**src/sv/aub_pkg.sv**
```systemverilog
// ----------------------------------------------------------------------------
// aub_pkg
// Shared types and constants for the H.264 access unit boundary detector.
// ----------------------------------------------------------------------------
package aub_pkg;

   // NAL unit type codes
   localparam logic [4:0] NAL_SLICE_LOW  = 5'd1;
   localparam logic [4:0] NAL_SLICE_HIGH = 5'd5;
   localparam logic [4:0] NAL_SEI        = 5'd6;
   localparam logic [4:0] NAL_SPS        = 5'd7;
   localparam logic [4:0] NAL_PPS        = 5'd8;
   localparam logic [4:0] NAL_AUD        = 5'd9;
   localparam logic [4:0] NAL_EXT_LOW    = 5'd14;
   localparam logic [4:0] NAL_EXT_HIGH   = 5'd18;

   // Slice type codes for intra pictures
   localparam logic [3:0] SLICE_I       = 4'd2;
   localparam logic [3:0] SLICE_I_ALL   = 4'd7;
   localparam logic [3:0] SLICE_SI      = 4'd4;
   localparam logic [3:0] SLICE_SI_ALL  = 4'd9;

   // Picture order count types that carry compared fields
   localparam logic [1:0] POC_TYPE_LSB   = 2'd0;
   localparam logic [1:0] POC_TYPE_DELTA = 2'd1;

   // One NAL unit summary
   typedef struct packed {
      logic [4:0]         nal_type;
      logic [1:0]         ref_idc;
      logic [15:0]        frame_index;
      logic [7:0]         pps_id;
      logic               bottom_field;
      logic [1:0]         poc_type;
      logic [15:0]        poc_lsb;
      logic signed [31:0] delta_poc_bottom;
      logic signed [31:0] delta_poc_first;
      logic signed [31:0] delta_poc_second;
      logic [6:0]         redundant_count;
      logic [3:0]         slice_kind;
   } req_item_type;

   // One result
   typedef struct packed {
      logic frame_boundary;
      logic primary_taken;
      logic keyframe;
      logic slice_added;
   } rsp_item_type;

   // Header of the held primary slice
   typedef struct packed {
      logic [15:0]        frame_index;
      logic [7:0]         pps_id;
      logic               bottom_field;
      logic [1:0]         ref_idc;
      logic [1:0]         poc_type;
      logic [15:0]        poc_lsb;
      logic signed [31:0] delta_bottom;
      logic signed [31:0] delta_first;
      logic signed [31:0] delta_second;
   } kept_hdr_type;

   // Decision for one NAL unit, passed from the decision logic
   typedef struct packed {
      rsp_item_type result;
      logic         have_next;
   } decision_type;

endpackage

```
**src/sv/aub_req_if.sv**
```systemverilog
// ----------------------------------------------------------------------------
// aub_req_if
// Valid/ready channel carrying NAL unit summaries.
// ----------------------------------------------------------------------------
interface aub_req_if import aub_pkg::*; ();

   logic         valid;
   logic         ready;
   req_item_type data;

   modport source (output valid, output data, input ready);
   modport sink (input valid, input data, output ready);

endinterface

```
**src/sv/aub_rsp_if.sv**
```systemverilog
// ----------------------------------------------------------------------------
// aub_rsp_if
// Valid/ready channel carrying boundary decisions.
// ----------------------------------------------------------------------------
interface aub_rsp_if import aub_pkg::*; ();

   logic         valid;
   logic         ready;
   rsp_item_type data;

   modport source (output valid, output data, input ready);
   modport sink (input valid, input data, output ready);

endinterface

```
**src/sv/aub_decide.sv**
```systemverilog
// ----------------------------------------------------------------------------
// aub_decide
// Compares one NAL unit summary against the held primary slice header and
// derives the boundary, primary and keyframe flags and the next held flag.
// ----------------------------------------------------------------------------
module aub_decide import aub_pkg::*; (
   input  req_item_type item,
   input  logic         have_primary,
   input  kept_hdr_type kept,
   output decision_type decision
);

   logic is_aud;
   logic is_ctrl;
   logic is_slice;
   logic is_primary;
   logic ref_differs;
   logic poc_lsb_differs;
   logic poc_delta_differs;
   logic differ;
   logic load;
   logic is_intra;

   // Classify the NAL unit
   always_comb begin
      is_aud   = (item.nal_type == NAL_AUD);
      is_ctrl  = (item.nal_type == NAL_SEI) || (item.nal_type == NAL_SPS) ||
                 (item.nal_type == NAL_PPS) ||
                 ((item.nal_type >= NAL_EXT_LOW) && (item.nal_type <= NAL_EXT_HIGH));
      is_slice = (item.nal_type >= NAL_SLICE_LOW) && (item.nal_type <= NAL_SLICE_HIGH);
      is_primary = is_slice && (item.redundant_count == 7'd0);
   end

   // Compare the slice header with the held one
   always_comb begin
      ref_differs = (item.ref_idc != kept.ref_idc) &&
                    ((item.ref_idc == 2'd0) || (kept.ref_idc == 2'd0));
      poc_lsb_differs = (item.poc_type == POC_TYPE_LSB) && (kept.poc_type == POC_TYPE_LSB) &&
                        ((item.poc_lsb != kept.poc_lsb) ||
                         (item.delta_poc_bottom != kept.delta_bottom));
      poc_delta_differs = (item.poc_type == POC_TYPE_DELTA) &&
                          (kept.poc_type == POC_TYPE_DELTA) &&
                          ((item.delta_poc_first != kept.delta_first) ||
                           (item.delta_poc_second != kept.delta_second));
      differ = (item.frame_index != kept.frame_index) || (item.pps_id != kept.pps_id) ||
               (item.bottom_field != kept.bottom_field) || ref_differs ||
               poc_lsb_differs || poc_delta_differs;
   end

   // Form the result and the next held flag
   always_comb begin
      load     = is_primary && (!have_primary || differ);
      is_intra = (item.slice_kind == SLICE_I) || (item.slice_kind == SLICE_I_ALL) ||
                 (item.slice_kind == SLICE_SI) || (item.slice_kind == SLICE_SI_ALL);
      decision.result.frame_boundary = is_aud || (have_primary && is_ctrl) ||
                                       (is_primary && have_primary && differ);
      decision.result.primary_taken  = load;
      decision.result.keyframe       = load && is_intra;
      decision.result.slice_added    = is_slice;
      decision.have_next = load || (have_primary && !is_aud && !is_ctrl);
   end

endmodule

```
**src/sv/aub_state.sv**
```systemverilog
// ----------------------------------------------------------------------------
// aub_state
// Holds the header of the first primary slice of the current picture and
// the flag that says one is held.
// ----------------------------------------------------------------------------
module aub_state import aub_pkg::*; (
   input  logic         clock,
   input  logic         reset,
   input  logic         advance,
   input  logic         load,
   input  logic         have_in,
   input  req_item_type item,
   output logic         have_primary,
   output kept_hdr_type kept
);

   logic         have_ff;
   kept_hdr_type kept_ff;
   kept_hdr_type kept_in;

   // Capture the header of a new primary slice
   always_comb begin
      kept_in.frame_index  = item.frame_index;
      kept_in.pps_id       = item.pps_id;
      kept_in.bottom_field = item.bottom_field;
      kept_in.ref_idc      = item.ref_idc;
      kept_in.poc_type     = item.poc_type;
      kept_in.poc_lsb      = item.poc_lsb;
      kept_in.delta_bottom = item.delta_poc_bottom;
      kept_in.delta_first  = item.delta_poc_first;
      kept_in.delta_second = item.delta_poc_second;
   end

   // Update the held flag once per processed transaction
   always_ff @(posedge clock) begin
      if (reset) begin
         have_ff <= 1'b0;
      end else if (advance) begin
         have_ff <= have_in;
      end
   end

   // Load the header of a new primary slice
   always_ff @(posedge clock) begin
      if (reset) begin
         kept_ff <= '0;
      end else if (advance && load) begin
         kept_ff <= kept_in;
      end
   end

   assign have_primary = have_ff;
   assign kept         = kept_ff;

endmodule

```
**src/sv/h264_access_unit_boundary.sv**
```systemverilog
// An accepted transaction waits in the input register, then its result in
// the result register. Throughput: one NAL unit per cycle unless the
// response channel stalls; the held header is updated at the same edge that
// registers the result, so the next unit compares against it.
// Reset clears both valid flags, the held-primary flag and the held header.
// ----------------------------------------------------------------------------
// h264_access_unit_boundary
// Detects H.264 access unit boundaries from pre-parsed NAL unit summaries.
// ----------------------------------------------------------------------------
module h264_access_unit_boundary import aub_pkg::*; (
   input  logic          clock,
   input  logic          reset,
   aub_req_if.sink       req_chan,
   aub_rsp_if.source     rsp_chan
);

   logic         in_valid_ff;
   req_item_type in_data_ff;
   logic         out_valid_ff;
   rsp_item_type out_data_ff;
   logic         advance;
   logic         have_primary;
   kept_hdr_type kept;
   decision_type decision;

   // Advance the held transaction when the result register frees up
   assign advance        = in_valid_ff && (!out_valid_ff || rsp_chan.ready);
   assign req_chan.ready = !in_valid_ff || advance;

   // Input register
   always_ff @(posedge clock) begin
      if (reset) begin
         in_valid_ff <= 1'b0;
      end else if (req_chan.ready) begin
         in_valid_ff <= req_chan.valid;
      end
   end

   always_ff @(posedge clock) begin
      if (req_chan.valid && req_chan.ready) begin
         in_data_ff <= req_chan.data;
      end
   end

   aub_decide u_decide (
      .item         (in_data_ff),
      .have_primary (have_primary),
      .kept         (kept),
      .decision     (decision)
   );

   aub_state u_state (
      .clock        (clock),
      .reset        (reset),
      .advance      (advance),
      .load         (decision.result.primary_taken),
      .have_in      (decision.have_next),
      .item         (in_data_ff),
      .have_primary (have_primary),
      .kept         (kept)
   );

   // Result register
   always_ff @(posedge clock) begin
      if (reset) begin
         out_valid_ff <= 1'b0;
      end else if (advance) begin
         out_valid_ff <= 1'b1;
      end else if (rsp_chan.ready) begin
         out_valid_ff <= 1'b0;
      end
   end

   always_ff @(posedge clock) begin
      if (advance) begin
         out_data_ff <= decision.result;
      end
   end

   assign rsp_chan.valid = out_valid_ff;
   assign rsp_chan.data  = out_data_ff;

   // Keyframe is only reported with a newly taken primary slice
   a_key_needs_primary: assert property (@(posedge clock) disable iff (reset)
      out_valid_ff |-> (!out_data_ff.keyframe || out_data_ff.primary_taken))
      else $error("keyframe without primary_taken");

   // A taken primary is always a slice
   a_primary_is_slice: assert property (@(posedge clock) disable iff (reset)
      out_valid_ff |-> (!out_data_ff.primary_taken || out_data_ff.slice_added))
      else $error("primary_taken on a non-slice NAL");

   // Taking a primary leaves one held
   a_primary_held: assert property (@(posedge clock) disable iff (reset)
      (advance && decision.result.primary_taken) |=> have_primary)
      else $error("primary not held after being taken");

   // A stalled input transaction stays in place
   a_input_held: assert property (@(posedge clock) disable iff (reset)
      (in_valid_ff && !advance) |=> (in_valid_ff && $stable(in_data_ff)))
      else $error("stalled input transaction lost");

endmodule
```
**src/flat_wrapper.sv**
```systemverilog
// flat-port wrapper written by rule: the top's interface ports become plain ports
module h264_access_unit_boundary_flat import aub_pkg::*;
  (clock, reset, req_chan_valid, req_chan_data, req_chan_ready, rsp_chan_valid, rsp_chan_data, rsp_chan_ready);
  aub_req_if req_chan_i ();
  aub_rsp_if rsp_chan_i ();
  input  logic clock;
  input  logic reset;
  input wire logic [$bits(req_chan_i.valid)-1:0] req_chan_valid;
  input wire logic [$bits(req_chan_i.data)-1:0] req_chan_data;
  output wire logic [$bits(req_chan_i.ready)-1:0] req_chan_ready;
  output wire logic [$bits(rsp_chan_i.valid)-1:0] rsp_chan_valid;
  output wire logic [$bits(rsp_chan_i.data)-1:0] rsp_chan_data;
  input wire logic [$bits(rsp_chan_i.ready)-1:0] rsp_chan_ready;
  assign req_chan_i.valid = req_chan_valid;
  assign req_chan_i.data = req_chan_data;
  assign req_chan_ready = req_chan_i.ready;
  assign rsp_chan_valid = rsp_chan_i.valid;
  assign rsp_chan_data = rsp_chan_i.data;
  assign rsp_chan_i.ready = rsp_chan_ready;
  h264_access_unit_boundary u_core (.clock(clock), .reset(reset), .req_chan(req_chan_i), .rsp_chan(rsp_chan_i));
endmodule
```
**config.mk**
```make
export PLATFORM = sky130hd
export DESIGN_NAME = h264_access_unit_boundary_flat
export DESIGN_NICKNAME = d
export VERILOG_FILES = /design/src/sv/aub_pkg.sv /design/src/sv/aub_req_if.sv /design/src/sv/aub_rsp_if.sv /design/src/sv/aub_decide.sv /design/src/sv/aub_state.sv /design/src/sv/h264_access_unit_boundary.sv /design/src/flat_wrapper.sv
export SDC_FILE = /design/constraint.sdc
export NUM_CORES = 1
export LEC_CHECK = 0
export BUFFER_PORTS_ARGS = -buffer_cell sky130_fd_sc_hd__buf_2
export CORE_MARGIN = 4
export CORE_UTILIZATION = 60
export CTS_BUF_LIST = sky130_fd_sc_hd__clkbuf_8 sky130_fd_sc_hd__clkbuf_16
export CTS_CLUSTER_DIAMETER = 40
export DETAILED_ROUTE_END_ITERATION = 16
export PLACE_DENSITY = 0.83
export SLEW_MARGIN = 20
export SYNTH_ARGS = -nofsm -noshare
export SYNTH_HDL_FRONTEND = slang
export SYNTH_SLANG_ARGS = --single-unit
```
**constraint.sdc**
```tcl
create_clock -name clock -period 10.85 [get_ports clock]
set_clock_uncertainty 0.15 [all_clocks]
set_input_delay 0.5425 -clock clock [delete_from_list [all_inputs] [get_ports clock]]
set_output_delay 0.5425 -clock clock [all_outputs]
set_load 0.05 [all_outputs]
```
* Word-level counts from Yosys, hierarchy flattened *
Cells that the tools add are included.

cells by class
  magnitude comparators = 4
  equality and inequality tests = 18
  multiplexer cells = 2
  reduce and logical (&&, ||, !) cells = 49

operator list
  operator              number
  $ne A32 B32 Y1        3
  $ne A16 B16 Y1        2
  $logic_or A1 B1 Y1    20
  $logic_and A1 B1 Y1   18
  $eq A5 B3 Y1 const B  2
  $eq A5 B4 Y1 const B  2
  $eq A4 B3 Y1 const B  2
  $logic_not A2 Y1      4
  $ne A8 B8 Y1          1
  $logic_not A7 Y1      1
  $ge A5 B1 Y1 const B  1
  $ge A5 B4 Y1 const B  1
  $le A5 B3 Y1 const B  1
  $le A5 B5 Y1 const B  1
  $logic_not A1 Y1      5
  $eq A2 B1 Y1 const B  2
  $eq A4 B2 Y1 const B  1
  $eq A4 B4 Y1 const B  1
  $mux W1               2
  $ne A2 B2 Y1          1
  $reduce_bool A2 Y1    1
  $ne A1 B1 Y1          1

word-level totals
  register bits after elaboration = 305

* Depth between registers and ports, before layout *
Gate-level depths: netlist of run 1.

  depth in word-level cells = 9
  depth in mapped cells = 10
  mapped depth without buffers = 7

* Hierarchy *
From an unflattened synthesis of run 1, not the netlist that was laid out.

unflattened totals
  cells, all modules = 1036
  area, all modules = 12887.4 µm²

by module, submodules not included
  module                     instances  cells an instance  area each (µm²)  seq. area each (µm²)
  aub_state                  1          645                6202.2           2842.7
  h264_access_unit_boundary  1          171                4938.5           4874.7
  aub_decide                 1          220                1746.7           0.0

* Least setup slack after synthesis of run 1 *
No wires, ideal clock.

  path kind = reg2reg
  start point = register u_core.out_valid_ff, in the netlist u_core.rsp_chan.valid
  end point = register u_core.in_data_ff[0] in the netlist's numbering, enable pin
  library setup time = 0.535 ns
  arrival = 4.731 ns
  data required time = 10.165 ns
  setup slack = 5.434 ns
  cell stages (with the launch flop) = 4
  path buffers = 0
  period minus slack after synthesis = 5.416 ns
  cells stage by stage = dfxtp_1 > nor2b_1 > nand2_1 > and2_1

between the ends
  cells in the longest elaborated chain, start to end = 5

RTL lines
  element                 line                             RTL
  from (decl)             h264_access_unit_boundary.sv:19  logic out_valid_ff;
  from (signal assigned)  h264_access_unit_boundary.sv:66  out_valid_ff <= 1'b0;
  from (signal assigned)  h264_access_unit_boundary.sv:68  out_valid_ff <= 1'b1;
  from (signal assigned)  h264_access_unit_boundary.sv:70  out_valid_ff <= 1'b0;
  $logic_not A1 Y1        h264_access_unit_boundary.sv:27  assign advance = in_valid_ff && (!out_valid_ff || rsp_chan.ready);
  $logic_or A1 B1 Y1      h264_access_unit_boundary.sv:27
  $logic_and A1 B1 Y1     h264_access_unit_boundary.sv:27
  $logic_or A1 B1 Y1      h264_access_unit_boundary.sv:28  assign req_chan.ready = !in_valid_ff || advance;
  via req_chan_ready      flat_wrapper.sv:10               output wire logic [$bits(req_chan_i.ready)-1:0] req_chan_ready;
  $logic_and A1 B1 Y1     h264_access_unit_boundary.sv:40  if (req_chan.valid && req_chan.ready) begin
  to (signal assigned)    h264_access_unit_boundary.sv:41  in_data_ff <= req_chan.data;
  to (decl)               h264_access_unit_boundary.sv:18  req_item_type in_data_ff;

The timed path passes the listed nets, and every way through them passes these cells.
A chain may end at the register's enable or synchronous reset.

* Worst setup path in the final report of run 1 *
  start point = register u_core.in_data_ff[121] in the netlist's numbering
  end point = register u_core.u_state.kept_ff, in the netlist u_core.u_state.kept[139]

between the ends
  cells in the longest elaborated chain, start to end = 8

RTL lines
  element               line              RTL
  $ne A16 B16 Y1        aub_decide.sv:39  ((item.poc_lsb != kept.poc_lsb) ||
  $logic_or A1 B1 Y1    aub_decide.sv:39
  $logic_and A1 B1 Y1   aub_decide.sv:38  poc_lsb_differs = (item.poc_type == POC_TYPE_LSB) && (kept.poc_type == POC_TYPE_LSB) &&
  $logic_or A1 B1 Y1    aub_decide.sv:46  (item.bottom_field != kept.bottom_field) || ref_differs ||
  $logic_or A1 B1 Y1    aub_decide.sv:47  poc_lsb_differs || poc_delta_differs;
  $logic_or A1 B1 Y1    aub_decide.sv:52  load = is_primary && (!have_primary || differ);
  $logic_and A1 B1 Y1   aub_decide.sv:52
  $logic_and A1 B1 Y1   aub_state.sv:47   end else if (advance && load) begin
  to (signal assigned)  aub_state.sv:48   kept_ff <= kept_in;
  to (decl)             aub_state.sv:18   kept_hdr_type kept_ff;

No other way between the ends.

==> results of run 1 <==
routing by layer:
layer  part of all wire  GRT usage  vias up
met5            0.00066          0        -
met4              0.034     0.0897        4
met3              0.070     0.0536       71
met2               0.48      0.385      336
met1               0.41      0.317     4210
li1                   -          -     4062
cells in the mapped netlist, drive strengths merged (2+ instances only):
master,instances,share of area
clkbuf,55,0.019
edfxtp,161,0.40
xnor2,134,0.098
nand2,7,0.0022
nand3,142,0.059
inv,2,0.00063
a2111oi,2,0.0035
nor3,5,0.0021
or2,2,0.0010
o21ai,145,0.060
dfxtp,144,0.24
a211oi,2,0.0012
nand4,34,0.018
nor4,11,0.0062
nor2,8,0.0027
a21oi,146,0.061
buf,23,0.014
xor2,4,0.0029
logic make-up after synthesis:
kind of cell / after synthesis
flops: 305
compound gates: 300
simple gates: 213
xor+xnor: 138
buf+inv: 80
layout make-up:
class	instances	share of cell area
inverters	2	0.000526
clock inverters	25	0.0242
multi-input cells	651	0.273
flip-flops and latches	305	0.541
repair buffers	175	0.0643
clock buffers	43	0.0731
well taps	265	0.0233
registers in the layout, summed over array words and instances, names as in the netlist:
name / cells
u_core.in_data_ff: 157
u_core.u_state.have_primary: 1
u_core.in_valid_ff: 1
u_core.rsp_chan.data: 4
u_core.u_state.kept: 141
u_core.rsp_chan.valid: 1
cell usage in the layout, fill, tap and decap left out, types with 2 or more instances in the layout:
cell type,instances
buf_2,165
edfxtp_1,161
a21oi_1,146
dfxtp_1,144
nand3_1,142
xnor2_1,134
o21ai_0,117
clkbuf_16,40
nand4_1,34
o21ai_1,28
nor4_1,10
inv_1,8
bufinv_16,8
buf_4,8
nand2_1,7
nor2_1,7
nor3_1,5
xor2_1,4
inv_6,3
clkbuf_8,3
a211oi_1,2
clkinvlp_4,2
clkinv_4,2
clkinv_1,2
worst min path at each step:
| stage | cells after the start | slack, ns | endpoint |
|---|---|---|---|
| final | 1 | 0.06 | u_core.in_data_ff[84]$_DFFE_PP_ |
| after global routing | 1 | 0.04 | u_core.in_data_ff[156]$_DFFE_PP_ |
| after CTS | 1 | 0.04 | u_core.in_data_ff[84]$_DFFE_PP_ |
| after detailed placement | 2 | 0.33 | u_core.u_state.kept[114]$_SDFFE_PP0P_ |
| after global placement | 2 | 0.31 | u_core.u_state.kept[115]$_SDFFE_PP0P_ |
| after floorplan | 2 | 0.30 | u_core.u_state.kept[114]$_SDFFE_PP0P_ |
worst max-delay path, cell delays in order, from the launching register on:
cell and delay, ns:
edfxtp_1 0.42, xnor2_1 0.22, nand4_1 0.15, nor4_1 0.55, o2111ai_1 0.35, a2111oi_4 0.27, buf_4 0.51, buf_4 0.71
o21ai_0 0.23, a21oi_1 0.24
per-stage QoR:
stage               hold slack, ns   util  instance area, um^2
detailed placement           0.326  0.657                12900
floorplan                    0.303      -                12000
global placement             0.315  0.656                12800
global route                0.0389  0.728                14300
CTS                         0.0410  0.728                14300
finish                      0.0590  0.728                14300
power groups by stage:
stage          registers (mW)  logic, mW  clock network (mW)
6_report                 1.28     0.0931                1.35
5_1_grt                  1.29      0.101                1.43
3_3_place_gp             1.31     0.0911                   0
2_1_floorplan            1.31     0.0454                   0
4_1_cts                  1.28     0.0935                1.37
3_5_place_dp             1.31     0.0921                   0
==> impl_metrics.yaml, run 1 <==
routing:
  wl_um: 27300
  viasPerCell: 5.92
  drc: 0
  wire_per_inst_um: 18.6
  num_vias: 8683
  dr.first_iter.drc_count: 915
  firstDrtPassIters: 5
  drtAntennaViolNets: 0
cells_and_area:
  antenna_cells: 0
  regArea_um2: 7720
  syn_to_final_growth_pct: 18.7
  drive_above_1_share: 0.202
  multi_input_area_um2: 3900
  nFillCells: 1347
  finalNonFillerCells: 1466
  nNetsFinal: 1333
power_and_ir_drop:
  p_int_mw: 2.18
  total_leakage_power_nw: 4.75
  p_seq_frac: 0.470
  vdd_ir_drop_max_mv: 0.160
  netSwitchingFraction: 0.201
  total_power_mw: 2.73
  p_per_area_nw_per_um2: 191
  combPwrFrac: 0.034
  power_frac_clock: 0.496
  switching_power_mw: 0.548
sta:
  setup-tns-final_ns: 0
  worst_pin_slew_ns: 0.929
  maxSlewViolCount: 0
  relSlewSlack: 0.381
  setup_viol: 0
  timing.final.crit_share: 0.369
  hold_viol: 0
  rsz0062_at_grt: "no"
  period_needed_ns: 4.00
  fmax_mhz: 250
  worst_slack_ns: 6.85
logic_synthesis:
  ys_ff_latch: 305
  syn_nets: 1197
  synth_edf_count: 161
  synth_seq_area_share: 0.642
  syn_area_um2: 12000
  synth-compound-area-share: 0.130
  synth_adder_area_share: 0
  synthXorXnorAreaFrac: 0.101
  synthFlopType: "edfxtp_1"
  synth.mux.area_fraction: 0
  netlist-cell-type-count: 36
  synth-async-reset-ratio: 0
  synthCells: 1036
  synth_top_family_by_area: "compound AO/OA/AOI/OAI gates"
  yosysWarnings: 0
  yosys.area_share.simple: 0.0933
  synth_area_per_cell_um2: 11.6
hold_path:
  hold_start: "req_chan_data[84]"
  hold_path.class: "input port to flop"
grt:
  grt_max_degree: 97
  grt_pass1_wl_um: 42700
  grt_overflow: 0
  grt_pass1_vias: 8470
  grt_util_all_layers: 0.238
  antenna_found_initial: 2
clock_network:
  clock_path_buffers: 3
  cts_resized: 0
  clk_pin_slew_worst_paths_ns: 0.06
  cts_tree: "yes"
  clkLatencyLatePin_ns: 0.50
  numClockSinks: 305
  cts_buffers: 37
  htreeDepth: 2
  cts-hold-fix-buffers: 0
  postCtsSetupRepairBufs: 0
  clockRootBuffer: "clkbuf_16"
floorplanning:
  ios: 167
  core_area_um2: 19600
  rows: 51
  die_area_um2: 22300
  die_h_um: 149
  chipWidth_um: 149
  start_util: 0.613
placed_design:
  portBuffers: 166
  dpl.cell_count: 1398
  place_ws_ns: 6.96
  dp_hpwl_um: 16100
  gp_congestion: 0.771
critical_path:
  cp_data_arrival_time_ns: 4.25
  r2r_setup_slack_ns: 6.85
  r2r_end: "u_core.u_state.kept[139]$_SDFFE_PP0P_"
  reg2reg_depth: 9
  crit_fanout: 84
  crit_path_end: "u_core.u_state.kept[139]$_SDFFE_PP0P_"
  crit_path_start: "u_core.in_data_ff[121]$_DFFE_PP_"
  criticalPathCategory: "flop to flop"
  rr_startpoint: "u_core.in_data_ff[121]$_DFFE_PP_"
  worstSetupEndpointType: "flop"
  required_ns: 11.11
  startpoint_type: "flop"
run_status:
  outcome: "finished clean"
run:
  cap_violations: 0
No activity file was read; power rests on OpenSTA's default activity.
==> run 2, diff against run 1 <==
--- a/config.mk
+++ b/config.mk
@@ -7,11 +7,11 @@
 export LEC_CHECK = 0
 export BUFFER_PORTS_ARGS = -buffer_cell sky130_fd_sc_hd__buf_2
 export CORE_MARGIN = 4
-export CORE_UTILIZATION = 60
+export CORE_UTILIZATION = 52
 export CTS_BUF_LIST = sky130_fd_sc_hd__clkbuf_8 sky130_fd_sc_hd__clkbuf_16
 export CTS_CLUSTER_DIAMETER = 40
 export DETAILED_ROUTE_END_ITERATION = 16
-export PLACE_DENSITY = 0.83
+export PLACE_DENSITY = 0.76
 export SLEW_MARGIN = 20
 export SYNTH_ARGS = -nofsm -noshare
 export SYNTH_HDL_FRONTEND = slang
==> constraint.sdc (replaced) <==
create_clock -name clock -period 3.5 [get_ports clock]
set_clock_uncertainty 0.15 [all_clocks]
set_input_delay 0.175 -clock clock [delete_from_list [all_inputs] [get_ports clock]]
set_output_delay 0.175 -clock clock [all_outputs]
set_load 0.05 [all_outputs]
==> run 2 against run 1 <==
Sequential power rose to 3.1 times the previous value; critical path type unchanged; critical path depth fell by 1; setup slack got worse by 6.6 ns; critical endpoint is now u_core.u_state.kept[29]$_SDFFE_PP0P_.
==> impl_metrics.yaml, run 2 (synthesized netlist as in run 1, its figures left out) <==
grt:
  grt_max_degree: 123
  grt_pass1_wl_um: 49700
  grt_pass1_vias: 9605
  grt_util_all_layers: 0.238
  grt_overflow: 0
  antenna_found_initial: 6
cells_and_area:
  drive_above_1_share: 0.184
  layout_common_cells: "buf_2 (165), edfxtp_1 (161), dlygate4sd3_1 (160)"
  syn_to_final_growth_pct: 32.5
  nNetsFinal: 1500
  final_common_cell: "buf_2"
  largest_reg_flops: 157
  largest-register: "u_core.in_data_ff"
sta:
  maxSlewViolCount: 0
  fin_hold_ws_ns: 0.0491
  relSlewSlack: 0.520
  timing.final.crit_share: 0.923
  fmax_mhz: 309
  worst_pin_slew_ns: 0.721
  rsz0062_at_grt: "no"
  hold_viol: 0
  setup-tns-final_ns: 0
  period_needed_ns: 3.23
  setup_viol: 0
routing:
  topRoutingLayerUsed: "met4"
  met2_length_um: 15500
  num_vias: 9510
  wl_um: 31200
  wire_per_inst_um: 18.8
  met3_length_um: 2050
  drc: 0
  viasPerCell: 5.72
  firstDrtPassIters: 7
  drtAntennaViolNets: 0
  wl_met1_um: 12400
  dr.first_iter.drc_count: 843
floorplanning:
  die_h_um: 160
  rows: 55
  die_area_um2: 25600
  core_area_um2: 22700
  chipWidth_um: 160
  ios: 167
  start_util: 0.529
critical_path:
  crit_fanout: 122
  path_buf_inv: 1
  required_ns: 3.79
  startpoint_type: "flop"
  crit_path_top_delay_cell: "nor4_1"
  path_cells: "xnor2_1 > nand4_1 > nor4_1 > o2111ai_1 > a2111oi_4 > buf_12 > o21ai_0 > a21oi_1"
  critical_path.max_stage_delay_ns: 0.59
  worstSetupEndpointType: "flop"
  criticalPathCategory: "flop to flop"
  critPathTopFamily: "compound AO/OA/AOI/OAI gates"
  cp_data_arrival_time_ns: 3.52
clock_network:
  postCtsSetupRepairBufs: 0
  cts_buffers: 40
  clk_pin_slew_worst_paths_ns: 0.06
  htreeDepth: 2
  clock_path_buffers: 3
  clockRootBuffer: "clkbuf_16"
  clkLatencyLatePin_ns: 0.52
  numClockSinks: 305
  cts_tree: "yes"
placed_design:
  gp_congestion: 0.734
  portBuffers: 166
  dp_hpwl_um: 16600
power_and_ir_drop:
  vdd_ir_drop_max_mv: 0.393
  p_per_area_nw_per_um2: 523
  total_leakage_power_nw: 5.41
  total_power_mw: 8.33
hold_path:
  hold_path.class: "input port to flop"
run:
  cap_violations: 0
run_status:
  outcome: "finished clean"
-- run 2: routing by layer --
| metal | GRT usage | vias up |
|---|---|---|
| met5 | 0 | - |
| met4 | 0.0982 | 0 |
| met3 | 0.0462 | 97 |
| met2 | 0.396 | 406 |
| met1 | 0.306 | 4595 |
| li1 | - | 4412 |
-- run 2: power by group --
| part | internal [mW] | leakage [nW] | switching [mW] |
|---|---|---|---|
| combinational | 0.254 | 2.04 | 0.193 |
| sequential | 3.90 | 2.73 | 0.0828 |
| clock | 2.32 | 0.646 | 1.58 |
-- run 2: worst register-to-register path, stage by stage, from the launching register on --
cell and delay [ns]:
edfxtp_1 0.42, xnor2_1 0.19, nand4_1 0.14, nor4_1 0.59
o2111ai_1 0.36, a2111oi_4 0.42, buf_12 0.46, o21ai_0 0.24
a21oi_1 0.18
-- run 2: cell type report --
type	count	area [um^2]
clock inverters	33	273
multi-input cells	651	3900
flip-flops and latches	305	7720
repair buffers	339	2620
diodes	7	17.5
well taps	285	357
fillers	1540	6790
inverters	2	7.51
clock buffers	41	1030
-- run 2: through the flow --
step	worst slack, ns	cell area [um^2]	util	instances
after global placement	0.391	13000	0.572	1422
after detailed placement	0.419	13000	0.572	1422
after CTS	0.351	15900	0.700	1656
after floorplan	0.638	12000	-	1036
after global routing	0.144	15900	0.701	1662
final	0.268	15900	0.701	1663
-- run 2: path summary, 6_finish.rpt --
path / slack (ns) / to / startpoint / cells past startpoint
max: 0.27 / u_core.u_state.kept[29]$_SDFFE_PP0P_ / u_core.in_data_ff[117]$_DFFE_PP_ / 8
min: 0.05 / u_core.u_state.kept[33]$_SDFFE_PP0P_ / reset / 2
max reg2reg: 0.27 / u_core.u_state.kept[29]$_SDFFE_PP0P_ / u_core.in_data_ff[117]$_DFFE_PP_ / 8
min reg2reg: 0.33 / u_core.u_state.kept[115]$_SDFFE_PP0P_ / u_core.u_state.kept[115]$_SDFFE_PP0P_ / 2
-- run 2: repair_timing --
| item | CTS | global route |
|---|---|---|
| hold buffers | 160 | 0 |
| gates resized for setup | 0 | 0 |
| hold endpoints to repair | 159 | 0 |
